### src/rtl/sfur_pkg.sv
// Package with the types, codes and constants of the serial firmware update receiver.
package sfur_pkg;

  localparam int unsigned PAGE_BYTES_DEF  = 256;
  localparam int unsigned FRAME_BYTES_DEF = 16;

  localparam int unsigned OFF_W = 22;
  localparam int unsigned EO_W  = 23;
  localparam int unsigned LEN_W = 22;

  localparam logic [7:0] HDR_FIRST  = 8'hA5;
  localparam logic [7:0] HDR_SECOND = 8'h5A;
  localparam logic [7:0] CH_BANG    = 8'h21;
  localparam logic [7:0] CH_STAR    = 8'h2A;
  localparam logic [7:0] CH_HASH    = 8'h23;
  localparam logic [7:0] ERASED     = 8'hFF;

  localparam logic [LEN_W-1:0] LIMIT_RESET = LEN_W'(2048 * 1024);

  localparam logic CFG_LIMIT   = 1'b0;
  localparam logic CFG_VERSION = 1'b1;

  localparam logic ACT_START = 1'b0;
  localparam logic ACT_BYTE  = 1'b1;

  typedef enum logic [1:0] {
    KIND_TX    = 2'd0,
    KIND_ERASE = 2'd1,
    KIND_WRITE = 2'd2,
    KIND_DONE  = 2'd3
  } kind_e;

  typedef enum logic [3:0] {
    ST_IDLE,
    ST_BANNER,
    ST_EVAL,
    ST_REFUSE,
    ST_ERASE,
    ST_ACK,
    ST_COPY_RD,
    ST_COPY_WR,
    ST_FLUSH_RD,
    ST_FLUSH_WR,
    ST_DONE
  } state_e;

endpackage

### src/rtl/serial_firmware_update_receiver_top.sv
// Serial firmware update receiver: framing, page buffer memory, flush and acknowledge sequencer.
//
// The input channel carries one action per transfer: a start request (action 0) or one
// received serial byte (action 1). The output channel carries one result per transfer:
// a byte to transmit, a bank erase request, a 64-bit flash word write or the done marker,
// with last set on the final result that one input causes.
// A byte that does not complete a frame causes no result.
// A byte that completes a frame holds the input stalled while the sequencer works:
// evaluation, a read and a write per payload byte copied from the frame memory into the
// page memory, a read and a write per flash word when the page is flushed (PAGE_BYTES/8
// words) and then each emitted byte.
// Results pass through one output register, so the next input is taken while the last
// result of the previous one still waits; a stalled receiver halts the sequencer in the
// states that emit a result. Reset clears the session, the page buffer reads as erased
// (0xFF) at once and the configuration registers return to their defaults. The user must
// write the configuration only while the block is idle; the block does not enforce this.
module serial_firmware_update_receiver_top
  import sfur_pkg::*;
#(
  parameter int unsigned PAGE_BYTES  = PAGE_BYTES_DEF,
  parameter int unsigned FRAME_BYTES = FRAME_BYTES_DEF
) (
  input  logic              clk_i,
  input  logic              rst_ni,
  input  logic              cfg_we_i,
  input  logic              cfg_index_i,
  input  logic [31:0]       cfg_data_i,
  input  logic              in_valid_i,
  output logic              in_stall_o,
  input  logic              action_i,
  input  logic [7:0]        rx_byte_i,
  output logic              out_valid_o,
  input  logic              out_stall_i,
  output logic [1:0]        kind_o,
  output logic [7:0]        tx_byte_o,
  output logic [OFF_W-1:0]  flash_offset_o,
  output logic [63:0]       flash_data_o,
  output logic              last_o
);

  localparam int unsigned ROWS  = PAGE_BYTES / 8;
  localparam int unsigned RW    = $clog2(ROWS);
  localparam int unsigned PIW   = $clog2(PAGE_BYTES);
  localparam int unsigned FCW   = $clog2(FRAME_BYTES + 1);
  localparam int unsigned FAW   = $clog2(FRAME_BYTES);
  localparam int unsigned CW0   = (RW > FCW) ? RW : FCW;
  localparam int unsigned CW    = (CW0 > 3) ? CW0 : 3;

  state_e state_q, state_d;

  logic [LEN_W-1:0] limit_q;
  logic [31:0]      version_q;

  logic [FCW-1:0]   fc_q;
  logic [FCW-1:0]   size_q;
  logic [7:0]       hdr0_q;
  logic [31:0]      len_q;
  logic [31:0]      seq_q;
  logic [15:0]      rxsum_q;
  logic [15:0]      sum_q;
  logic [7:0]       lo_q;
  logic [LEN_W-1:0] total_q;
  logic [EO_W-1:0]  eo_q;
  logic [PIW-1:0]   idx_q;
  logic [OFF_W-1:0] base_q;
  logic             finished_q;
  logic             ack_data_q;
  logic [CW-1:0]    cnt_q;

  logic [7:0]       frame_mem [FRAME_BYTES];
  logic [7:0]       frame_rd_q;
  logic [63:0]      page_mem [ROWS];
  logic [63:0]      page_rd_q;
  logic [7:0]       vld_rd_q;
  logic [PAGE_BYTES-1:0] valid_q;

  logic             in_acc;
  logic             byte_acc;
  logic             emit_ok;
  logic [FCW-1:0]   fc_next;
  logic             frame_end;
  logic [FCW-1:0]   psize;
  logic [PIW:0]     wr_pos;
  logic [PIW:0]     fill;
  logic [EO_W-1:0]  eo_new;
  logic             flush_need;
  logic             copy_last;
  logic             row_last;
  logic             refuse;
  logic [23:0]      reach;

  logic             emit;
  kind_e            kind;
  logic [7:0]       tx;
  logic [OFF_W-1:0] off;
  logic [63:0]      data;
  logic             last;

  logic             out_valid_q;
  logic [1:0]       kind_q;
  logic [7:0]       tx_q;
  logic [OFF_W-1:0] off_q;
  logic [63:0]      data_q;
  logic             last_q;

  assign in_stall_o = (state_q != ST_IDLE);
  assign in_acc     = in_valid_i && !in_stall_o;
  assign byte_acc   = in_acc && (action_i == ACT_BYTE) && !finished_q;
  assign emit_ok    = !out_valid_q || !out_stall_i;

  assign fc_next = fc_q + FCW'(1);
  assign reach   = 24'(fc_next) - 24'd8 + 24'(eo_q);

  always_comb begin
    frame_end = 1'b0;
    if (fc_next > FCW'(2)) begin
      if (total_q == '0) begin
        frame_end = (fc_next == FCW'(6));
      end else if (fc_next > FCW'(8) && 24'(total_q) <= reach) begin
        frame_end = 1'b1;
      end
      if (fc_next >= FCW'(FRAME_BYTES)) begin
        frame_end = 1'b1;
      end
    end
  end

  assign psize      = size_q - FCW'(8);
  assign wr_pos     = (PIW + 1)'(idx_q) + (PIW + 1)'(cnt_q);
  assign fill       = (PIW + 1)'(idx_q) + (PIW + 1)'(psize);
  assign eo_new     = eo_q + EO_W'(psize);
  assign flush_need = (fill >= (PIW + 1)'(PAGE_BYTES)) ||
                      (24'(eo_q) + 24'(psize) >= 24'(total_q));
  assign copy_last  = (cnt_q == CW'(psize - FCW'(1)));
  assign row_last   = (cnt_q == CW'(ROWS - 1));
  assign refuse     = (len_q > 32'(limit_q));

  always_comb begin
    state_d = state_q;
    unique case (state_q)
      ST_IDLE: begin
        if (in_acc && action_i == ACT_START) begin
          state_d = ST_BANNER;
        end else if (byte_acc && frame_end) begin
          state_d = ST_EVAL;
        end
      end
      ST_BANNER: if (emit_ok && cnt_q == CW'(4)) state_d = ST_IDLE;
      ST_EVAL: begin
        if (total_q == '0) begin
          state_d = refuse ? ST_REFUSE : ST_ERASE;
        end else if (sum_q != rxsum_q) begin
          state_d = ST_ACK;
        end else if (seq_q == 32'(eo_q)) begin
          state_d = ST_COPY_RD;
        end else begin
          state_d = ST_ACK;
        end
      end
      ST_REFUSE: if (emit_ok && cnt_q == CW'(4)) state_d = ST_IDLE;
      ST_ERASE:  if (emit_ok) state_d = ST_ACK;
      ST_ACK: begin
        if (emit_ok && cnt_q == CW'(4)) begin
          state_d = (ack_data_q && 24'(eo_q) >= 24'(total_q)) ? ST_DONE : ST_IDLE;
        end
      end
      ST_COPY_RD: state_d = ST_COPY_WR;
      ST_COPY_WR: begin
        if (copy_last) begin
          state_d = flush_need ? ST_FLUSH_RD : ST_ACK;
        end else begin
          state_d = ST_COPY_RD;
        end
      end
      ST_FLUSH_RD: state_d = ST_FLUSH_WR;
      ST_FLUSH_WR: begin
        if (emit_ok) begin
          state_d = row_last ? ST_ACK : ST_FLUSH_RD;
        end
      end
      ST_DONE: if (emit_ok) state_d = ST_IDLE;
      default: state_d = ST_IDLE;
    endcase
  end

  always_comb begin
    emit = 1'b0;
    kind = KIND_TX;
    tx   = '0;
    off  = '0;
    data = '0;
    last = 1'b0;
    unique case (state_q)
      ST_BANNER: begin
        emit = 1'b1;
        last = (cnt_q == CW'(4));
        unique case (cnt_q[2:0])
          3'd0:    tx = CH_STAR;
          3'd1:    tx = version_q[31:24];
          3'd2:    tx = version_q[23:16];
          3'd3:    tx = version_q[15:8];
          default: tx = version_q[7:0];
        endcase
      end
      ST_REFUSE: begin
        emit = 1'b1;
        last = (cnt_q == CW'(4));
        tx   = (cnt_q == CW'(4)) ? CH_STAR : CH_BANG;
      end
      ST_ERASE: begin
        emit = 1'b1;
        kind = KIND_ERASE;
      end
      ST_ACK: begin
        emit = 1'b1;
        last = (cnt_q == CW'(4)) && !(ack_data_q && 24'(eo_q) >= 24'(total_q));
        unique case (cnt_q[2:0])
          3'd0:    tx = CH_HASH;
          3'd1:    tx = eo_q[7:0];
          3'd2:    tx = eo_q[15:8];
          3'd3:    tx = {1'b0, eo_q[22:16]};
          default: tx = '0;
        endcase
      end
      ST_FLUSH_WR: begin
        emit = 1'b1;
        kind = KIND_WRITE;
        off  = base_q + OFF_W'({cnt_q, 3'b000});
        for (int b = 0; b < 8; b++) begin
          data[8*b +: 8] = vld_rd_q[b] ? page_rd_q[8*b +: 8] : ERASED;
        end
      end
      ST_DONE: begin
        emit = 1'b1;
        kind = KIND_DONE;
        last = 1'b1;
      end
      default: emit = 1'b0;
    endcase
  end

  always_ff @(posedge clk_i or negedge rst_ni) begin
    if (!rst_ni) begin
      state_q     <= ST_IDLE;
      limit_q     <= LIMIT_RESET;
      version_q   <= '0;
      fc_q        <= '0;
      total_q     <= '0;
      eo_q        <= '0;
      idx_q       <= '0;
      base_q      <= '0;
      finished_q  <= 1'b0;
      ack_data_q  <= 1'b0;
      cnt_q       <= '0;
      valid_q     <= '0;
      out_valid_q <= 1'b0;
    end else begin
      state_q <= state_d;
      if (cfg_we_i) begin
        if (cfg_index_i == CFG_LIMIT) begin
          limit_q <= cfg_data_i[LEN_W-1:0];
        end else begin
          version_q <= cfg_data_i;
        end
      end
      if (emit_ok) begin
        out_valid_q <= emit;
      end
      unique case (state_q)
        ST_IDLE: begin
          cnt_q <= '0;
          if (in_acc && action_i == ACT_START) begin
            fc_q       <= '0;
            total_q    <= '0;
            eo_q       <= '0;
            idx_q      <= '0;
            base_q     <= '0;
            valid_q    <= '0;
            finished_q <= 1'b0;
          end else if (byte_acc) begin
            if (fc_q == FCW'(1) && (hdr0_q != HDR_FIRST || rx_byte_i != HDR_SECOND)) begin
              fc_q <= '0;
            end else if (frame_end) begin
              fc_q <= '0;
            end else begin
              fc_q <= fc_next;
            end
          end
        end
        ST_BANNER, ST_REFUSE, ST_ACK: if (emit_ok) cnt_q <= cnt_q + CW'(1);
        ST_EVAL: begin
          ack_data_q <= (total_q != '0);
          if (total_q == '0 && !refuse) begin
            total_q <= len_q[LEN_W-1:0];
            eo_q    <= '0;
            idx_q   <= '0;
            base_q  <= '0;
          end
        end
        ST_COPY_WR: begin
          if (wr_pos < (PIW + 1)'(PAGE_BYTES)) begin
            valid_q[wr_pos[PIW-1:0]] <= 1'b1;
          end
          if (copy_last) begin
            cnt_q <= '0;
            if (!flush_need) begin
              eo_q  <= eo_new;
              idx_q <= fill[PIW-1:0];
            end
          end else begin
            cnt_q <= cnt_q + CW'(1);
          end
        end
        ST_FLUSH_WR: begin
          if (emit_ok) begin
            if (row_last) begin
              cnt_q   <= '0;
              valid_q <= '0;
              eo_q    <= eo_new;
              if (fill >= (PIW + 1)'(PAGE_BYTES)) begin
                idx_q  <= PIW'(fill - (PIW + 1)'(PAGE_BYTES));
                base_q <= base_q + OFF_W'(PAGE_BYTES);
              end else begin
                idx_q <= fill[PIW-1:0];
              end
            end else begin
              cnt_q <= cnt_q + CW'(1);
            end
          end
        end
        ST_DONE: if (emit_ok) finished_q <= 1'b1;
        default: cnt_q <= cnt_q;
      endcase
    end
  end

  always_ff @(posedge clk_i) begin
    if (emit_ok) begin
      kind_q <= kind;
      tx_q   <= tx;
      off_q  <= off;
      data_q <= data;
      last_q <= last;
    end
    if (byte_acc) begin
      frame_mem[fc_q[FAW-1:0]] <= rx_byte_i;
      if (frame_end) begin
        size_q <= fc_next;
      end
      if (fc_q == FCW'(0)) begin
        hdr0_q <= rx_byte_i;
      end
      if (fc_q >= FCW'(2) && fc_q <= FCW'(5)) begin
        len_q[8*(fc_q[1:0] ^ 2'd2) +: 8] <= rx_byte_i;
      end
      if (fc_q == FCW'(2)) begin
        rxsum_q[7:0] <= rx_byte_i;
      end
      if (fc_q == FCW'(3)) begin
        rxsum_q[15:8] <= rx_byte_i;
      end
      if (fc_q >= FCW'(4) && fc_q <= FCW'(7)) begin
        seq_q[8*fc_q[1:0] +: 8] <= rx_byte_i;
      end
      if (fc_q >= FCW'(4)) begin
        if (!fc_q[0]) begin
          lo_q <= rx_byte_i;
        end else if (fc_q == FCW'(5)) begin
          sum_q <= {rx_byte_i, lo_q};
        end else begin
          sum_q <= sum_q + {rx_byte_i, lo_q};
        end
      end
    end
    if (state_q == ST_COPY_RD) begin
      frame_rd_q <= frame_mem[FAW'(cnt_q) + FAW'(8)];
    end
    if (state_q == ST_COPY_WR && wr_pos < (PIW + 1)'(PAGE_BYTES)) begin
      page_mem[wr_pos[PIW-1:3]][8*wr_pos[2:0] +: 8] <= frame_rd_q;
    end
    if (state_q == ST_FLUSH_RD) begin
      page_rd_q <= page_mem[cnt_q[RW-1:0]];
      vld_rd_q  <= valid_q[{cnt_q[RW-1:0], 3'b000} +: 8];
    end
  end

  assign out_valid_o    = out_valid_q;
  assign kind_o         = kind_q;
  assign tx_byte_o      = tx_q;
  assign flash_offset_o = off_q;
  assign flash_data_o   = data_q;
  assign last_o         = last_q;

  a_accept_idle: assert property (@(posedge clk_i) disable iff (!rst_ni)
    in_valid_i && !in_stall_o |-> state_q == ST_IDLE)
    else $error("Input transfer taken while the sequencer was busy.");

  a_flush_pairs: assert property (@(posedge clk_i) disable iff (!rst_ni)
    state_q == ST_FLUSH_RD |=> state_q == ST_FLUSH_WR)
    else $error("Page read was not followed by its flash word.");

  a_finished_len: assert property (@(posedge clk_i) disable iff (!rst_ni)
    finished_q |-> total_q != '0 && 24'(eo_q) >= 24'(total_q))
    else $error("Session finished before the image was complete.");

  a_frame_bound: assert property (@(posedge clk_i) disable iff (!rst_ni)
    fc_q < FCW'(FRAME_BYTES))
    else $error("Frame count ran past the frame size.");

endmodule
### config.mk
export PLATFORM = sky130hd
export DESIGN_NAME = serial_firmware_update_receiver_top
export DESIGN_NICKNAME = d
export VERILOG_FILES = /design/src/rtl/sfur_pkg.sv /design/src/rtl/serial_firmware_update_receiver_top.sv
export SDC_FILE = /design/constraint.sdc
export NUM_CORES = 2
export LEC_CHECK = 0
export BUFFER_PORTS_ARGS = -buffer_cell sky130_fd_sc_hd__buf_2
export CAP_MARGIN = 20
export CORE_ASPECT_RATIO = 0.9
export CORE_MARGIN = 2
export CORE_UTILIZATION = 45
export CTS_CLUSTER_SIZE = 28
export DETAILED_ROUTE_END_ITERATION = 7
export GPL_ROUTABILITY_DRIVEN = 1
export HOLD_SLACK_MARGIN = 0.15
export PLACE_DENSITY = 0.65
export SYNTH_ARGS = -nofsm -noshare
export SYNTH_HDL_FRONTEND = slang
export SYNTH_SLANG_ARGS = --single-unit
### constraint.sdc
create_clock -name clk_i -period 14 [get_ports clk_i]
set_input_delay 0.7 -clock clk_i [delete_from_list [all_inputs] [get_ports clk_i]]
set_output_delay 0.7 -clock clk_i [all_outputs]
set_load 0.01 [all_outputs]
* Word level (Yosys, flattened, before mapping)
Memory sizes are Yosys's and may differ from the RTL's. A register that Yosys moved wholly into a read port is not among the register bits.
Index checks and enable logic that the tools add are counted.
** Word-level totals
- Flip-flop bits (word level) :: 624
- Latch bits :: 0
- Bits in writable memories :: 2176
- ROM bits :: 0
- Logic and storage cells :: 255
- Memories :: 2
** Memories
- page_mem :: words 32, bits a word 64, read ports 1, clocked after Yosys merged registers in 1, wr ports 1, RTL line serial_firmware_update_receiver_top.sv:72 : logic [63:0] page_mem [ROWS];
- frame_mem :: words 16, bits a word 8, read ports 1, clocked after Yosys merged registers in 1, wr ports 1, RTL line serial_firmware_update_receiver_top.sv:70 : logic [7:0] frame_mem [FRAME_BYTES];
** Cells by class
- Add/subtract/negate cells :: 18
- Multipliers :: 0
- Divide/modulo/power cells :: 0
- $lt $le $gt $ge :: 15
- Equality and inequality tests :: 39
- Shift operators :: 7
- Muxes and demuxes :: 84
- Bitwise gates (word level) :: 5
- Reduce and logical (&&, ||, !) cells :: 58
** Operators by type and width (count)
- two-way mux 256 bit :: 4
- case mux 256 bit (3 select lines) :: 1
- OR 256 bit :: 1
- variable part select 256 x 9 -> 8 bit :: 1
- two-way mux 23 bit :: 6
- two-way mux 22 bit :: 6
- two-way mux 8 bit :: 15
- case mux 8 bit (4 select lines) :: 3
- case mux 23 bit (4 select lines) :: 1
- negation 5 -> 34 bit :: 2
- variable shift 8 x 34 -> 32 bit, first input constant :: 2
- variable part select 8 x 34 -> 32 bit :: 2
- case mux 22 bit (3 select lines) :: 1
- bitwise mux 32 bit :: 2
- two-way mux 64 bit :: 1
- variable shift 8 x 34 -> 64 bit, first input constant :: 1
- variable part select 8 x 34 -> 64 bit :: 1
- two-way mux 4 bit :: 12
- case mux 22 bit (2 select lines) :: 1
- two-way mux 5 bit :: 8
- case mux 4 bit (10 select lines) :: 1
- negation 6 -> 34 bit :: 1
- == test 32 x 23 -> 1 bit :: 1
- > comparator 32 x 22 -> 1 bit :: 1
- other kinds (73) :: 151

* Longest topological paths before layout
- Depth in word-level cells :: 13
- Depth in mapped cells :: 26

* Worst setup path after synthesis
No wires, ideal clock.
- Path kind :: reg-to-reg
- From :: reg state_q[2]
- To :: reg page_rd_q[0], read port of page_mem (enable)
- Setup time :: 0.590 ns
- Data arrival time :: 5.714 ns
- Required time :: 13.410 ns
- Slack :: 7.696 ns
- Stages on the path, launching flop included :: 4
- Path buffers :: 1
- Period minus slack after synthesis :: 6.304 ns
- Cell sequence :: dfrtp_1 -> clkbuf_1 -> nand2b_1 -> nor3_1
** Between the ends
- Longest elaborated chain between the ends :: 1
** Ends and longest elaborated chain
- start: declaration :: RTL line serial_firmware_update_receiver_top.sv:49 : state_e state_q, state_d;
- start signal: assignment :: RTL line serial_firmware_update_receiver_top.sv:258 : state_q <= state_d;
- == test 4 bit :: RTL line serial_firmware_update_receiver_top.sv:381 : if (state_q == ST_FLUSH_RD) begin
- end: declaration :: RTL line serial_firmware_update_receiver_top.sv:73 : logic [63:0] page_rd_q;
No other way between the ends.
A chain may end at the register's enable or synchronous reset.

* Final worst setup path
- From :: reg fc_q[0]
- To :: reg state_q[2]
** Between the ends
- Longest elaborated chain between the ends :: 12
- Elaborated cells between the ends (all ways) :: 16
** Ends and longest elaborated chain
- start: declaration :: RTL line serial_firmware_update_receiver_top.sv:54 : logic [FCW-1:0] fc_q;
- start signal: assignment :: RTL line serial_firmware_update_receiver_top.sv:286 : fc_q <= fc_next;
- adder 5 x 1 -> 5 bit (*) :: RTL line serial_firmware_update_receiver_top.sv:111 : assign fc_next = fc_q + FCW'(1);
- net fc_next[1] :: RTL line serial_firmware_update_receiver_top.sv:80 : logic [FCW-1:0] fc_next;
- subtractor 5 x 4 -> 6 bit :: RTL line serial_firmware_update_receiver_top.sv:112 : assign reach = 24'(fc_next) - 24'd8 + 24'(eo_q);
- adder 24 x 23 -> 24 bit :: RTL line serial_firmware_update_receiver_top.sv:112
- <= comparator 22 x 24 -> 1 bit :: RTL line serial_firmware_update_receiver_top.sv:119 : end else if (fc_next > FCW'(8) && 24'(total_q) <= reach) begin
- logical AND 1 bit :: RTL line serial_firmware_update_receiver_top.sv:119
- two-way mux 1 bit :: RTL line serial_firmware_update_receiver_top.sv:119
- two-way mux 1 bit :: RTL line serial_firmware_update_receiver_top.sv:117 : if (total_q == '0) begin
- two-way mux 1 bit :: RTL line serial_firmware_update_receiver_top.sv:122 : if (fc_next >= FCW'(FRAME_BYTES)) begin
- two-way mux 1 bit (*) :: RTL line serial_firmware_update_receiver_top.sv:116 : if (fc_next > FCW'(2)) begin
- logical AND 1 bit (*) :: RTL line serial_firmware_update_receiver_top.sv:144 : end else if (byte_acc && frame_end) begin
- != test 3 bit (no line) (*)
- AND reduction 6 bit (no line) (*)
Mark *: on every way through the listed nets, which the timed path passes. The rest lies on a longest branch.

==> impl_metrics.csv <==
group,metric,value,unit
critical_path,reg2reg_slack,7.35,ns
critical_path,worstSetupPathType,"reg2reg",
yosys,synth_edf_count,2467,
power,switching_power,7.50,mW
sta,fmax,150,MHz
detailed_routing,wirelength,288000,um
critical_path,crit_path_end,"state_q[2]",
floorplan,core,259000,sq um
cells_and_area,n_fill_cell,20445,
sta,period_share,47.5,%
global_route,busiest_layer,"met1",
yosys,synth-async-reset-ratio,13.8,%
sta,skew,0.0611,ns
yosys,synth-xor-area-share,0.903,%
sta,tightest_slew,1.24,ns
critical_path,rr_endpoint,"state_q[2]",
cts,cts_setup_buffers,0,
cells_and_area,multiInputGateArea,31300,sq um
sta,finalHoldViolCount,0,
critical_path,rr_worst_depth,25,
placement,dp_hpwl,180000,um
power,p_sw_share,30.0,%
floorplan,start_util,45.3,%
power,p_int,17.5,mW
sta,period_needed,6.65,ns
power,pwr_density_cell,189,nW/um^2
cts,cts.clk_slew.worst_paths,0.06,ns
critical_path,arrival,7.37,ns
critical_path,crit_family,"adder cells",
global_route,gr-usage-met3,3.78,%
yosys,synth-compound-area-share,3.60,%
floorplan,ios,146,
floorplan,die_h,488,um
critical_path,slowest_stage,"dfrtp_1",
critical_path,crit_required,14.72,ns
global_route,grt_pass1_vias,61832,
detailed_routing,via_per_inst,5.96,
placement,dpl-instance-area,122000,sq um
yosys,syn_inst,6548,
power,power,25.0,mW
global_route,met2_usage,32.3,%
critical_path,r2r-start,"fc_q[0]",
placement,port_buffers,142,
critical_path,crit_start,"fc_q[0]",
cells_and_area,fin_nets,7013,
yosys,synth_cell_types,88,
critical_path,cp-end-kind,"register",
detailed_routing,firstDrtPassIters,8,
yosys,synthMuxAreaShare,15.7,%
critical_path,worstPathMaxFanout,17,
cells_and_area,design_area,132000,sq um
yosys,ys_warn_count,0,
power,seqPwrFrac,42.4,%
global_route,grt_util_met1,33.0,%
placement,routabilityCongestion,0.907,
sta,setup_viol,0,
power,combPwrFrac,26.7,%
min_path,min_path_type,"in2reg",
sta,final_max_slew_viol_count,0,
power,p_clk_share,30.9,%
cts,cts_htree_levels,5,
critical_path,crit_path_start_kind,"register",
detailed_routing,vias,62334,
critical_path,cp_num_buf_inv,4,
outcome,outcome,"finished, violations left",
detailed_routing,drtIter0Drc,7308,
floorplan,die_area,265000,sq um
cells_and_area,seqCellArea,84000,sq um
yosys,seq_area_frac_synth,71.6,%
critical_path,path_common_cell,"inv_1",
global_route,grt_usage,21.7,%
cts,cts_resized,0,
detailed_routing,avgRoutedWirePerCell,27.5,um
yosys,ys_seq_elements,2861,
cells_and_area,area_growth,12.9,%
sta,final.setup.tns,0,ns
power,power_leakage,45.0,nW
yosys,avgSynthCellArea,17.9,sq um
global_route,grt_max_degree,257,
global_route,grt_pass1_wl,424000,um
yosys,synth_ff_type,"edfxtp_1",
global_route,grt-ovfl-total,0,
cts,cts_sinks,2861,
cts,clock_latency,0.84,ns
critical_path,cp.depth,25,
cts,cts_buffers,298,
floorplan,die_width,542,um
power,vdd_drop_max,0.212,mV
global_route,antenna_found_initial,10,
sta,rsz0062_at_grt,"no",
critical_path,cp_slowest_stage_delay,0.66,ns
detailed_routing,drc_errors,3,
yosys,synth_top_family_by_area,"multiplexers",
cts,clockRootBuffer,"clkbuf_16",
yosys,synth_fa_ha_area_share,1.62,%
outcome,violations,"design-rule violations",
detailed_routing,ant_nets,0,
floorplan,num_rows,177,
flow_run,cap_violations,0,
cts,postCtsHoldBufs,33,
cts,tritoncts,"done",
cells_and_area,drive_above_1_share,23.7,%
yosys,syn_area,117000,sq um
sta,max-slew-margin-rel,17.4,%
yosys,synthSimpleGateAreaFrac,4.82,%
cts,clock_path_buffers,4,
-- tightest hold or removal path, stage by stage --
cell,delay (ns)
buf_2,0.13
nand3_1,0.09
o21ai_0,0.08
-- cells in the final DEF, fill, tap and decap left out, drive strengths merged, types with 102 or more instances in the layout --
cell type / synthesis / final
a21oi: 380 / 380
buf: 124 / 319
clkbuf: 260 / 384
clkinv: 0 / 102
dfrtp: 393 / 393
edfxtp: 2467 / 2467
ha: 141 / 141
inv: 155 / 165
mux2: 108 / 108
mux4: 760 / 760
nand2: 239 / 239
nor2: 728 / 728
o21ai: 151 / 151
-- flip-flops by register name, summed over array words and instances, names as in the netlist, 19 cells and up --
name / count
seq_q: 32
valid_q: 256
total_q: 22
frame_mem: 128
len_q: 32
flash_data_o: 64
page_rd_q: 64
eo_q: 23
limit_q: 22
version_q: 32
page_mem: 2048
flash_offset_o: 19
-- layout make-up --
type                       instances  area share (%)
antenna                           11          0.0208
clock buffer                     382            6.11
clock inverter                   141           0.984
inverter                         155           0.439
multi-input combinational       3150            23.6
sequential                      2861            63.4
tap                             3401            3.21
timing repair buffer             354            2.18
-- through the flow --
stage	hold WS (ns)	std cells	util, %	setup slack, ns
2_1_floorplan	0.404	6550	-	7.70
3_3_place_gp	0.471	9844	47.1	7.65
3_5_place_dp	0.478	9856	47.2	7.53
4_1_cts	0.156	10412	50.9	7.48
5_1_grt	0.203	10446	51.1	6.90
6_report	0.215	10455	51.1	7.35
-- per-layer routing --
layer	up-vias	share of wire, %
met5	-	0
met1	32693	44
li1	26332	-
met3	442	8.3
met4	0	2.7
met2	2867	45
-- synth_stat cells (all sizes together), types with 10 or more instances --
| master | number | area [sq um] |
|---|---|---|
| or3 | 19 | 119 |
| xnor2 | 53 | 464 |
| nand2 | 239 | 897 |
| a222oi | 12 | 120 |
| xor2 | 67 | 594 |
| inv | 155 | 582 |
| a21boi | 10 | 75.1 |
| mux4 | 760 | 17100 |
| nor2b | 26 | 163 |
| o21ai | 151 | 763 |
| buf | 124 | 556 |
| mux2 | 108 | 1220 |
| nand2b | 20 | 125 |
| a211oi | 13 | 103 |
| and2 | 60 | 380 |
| nor4 | 28 | 220 |
| ha | 141 | 1760 |
| a31oi | 11 | 68.8 |
| a21o | 30 | 225 |
| dfrtp | 393 | 9830 |
| o31ai | 32 | 240 |
| nor2 | 728 | 2740 |
| o22ai | 10 | 62.6 |
| nand4 | 29 | 181 |
| clkbuf | 260 | 977 |
| a21oi | 380 | 1910 |
| nor3 | 41 | 205 |
| nand3 | 32 | 170 |
| edfxtp | 2467 | 74100 |
| and3 | 28 | 176 |
-- worst min-delay path by stage --
stage / from / endpoint / slack (ns) / depth (start not counted)
after global placement: valid_q[113] / valid_q[113] / 0.47 / 2
after global routing: out_stall_i / state_q[3] / 0.20 / 3
final: out_stall_i / state_q[3] / 0.21 / 3
after floorplan: rst_ni / ack_data_q / 0.40 / 0
after detailed placement: valid_q[117] / valid_q[117] / 0.48 / 2
after CTS: out_stall_i / state_q[3] / 0.16 / 3
-- power groups by stage --
| stage | Combinational, mW | Sequential (mW) | Clock [mW] |
|---|---|---|---|
| 3_3_place_gp | 6.38 | 10.8 | 0 |
| 6_report | 6.66 | 10.6 | 7.70 |
| 3_5_place_dp | 6.54 | 10.8 | 0 |
| 2_1_floorplan | 4.30 | 10.6 | 0 |
| 4_1_cts | 6.57 | 10.6 | 7.84 |
| 5_1_grt | 7.14 | 10.6 | 8.16 |
-- cell families after synthesis --
logic type	Yosys count
buf+inv	539
simple gates	1284
fa+ha+maj	149
compound gates	723
mux	871
xor+xnor	120
other cells	1
flops	2861
(Power assumes the default switching activity.)
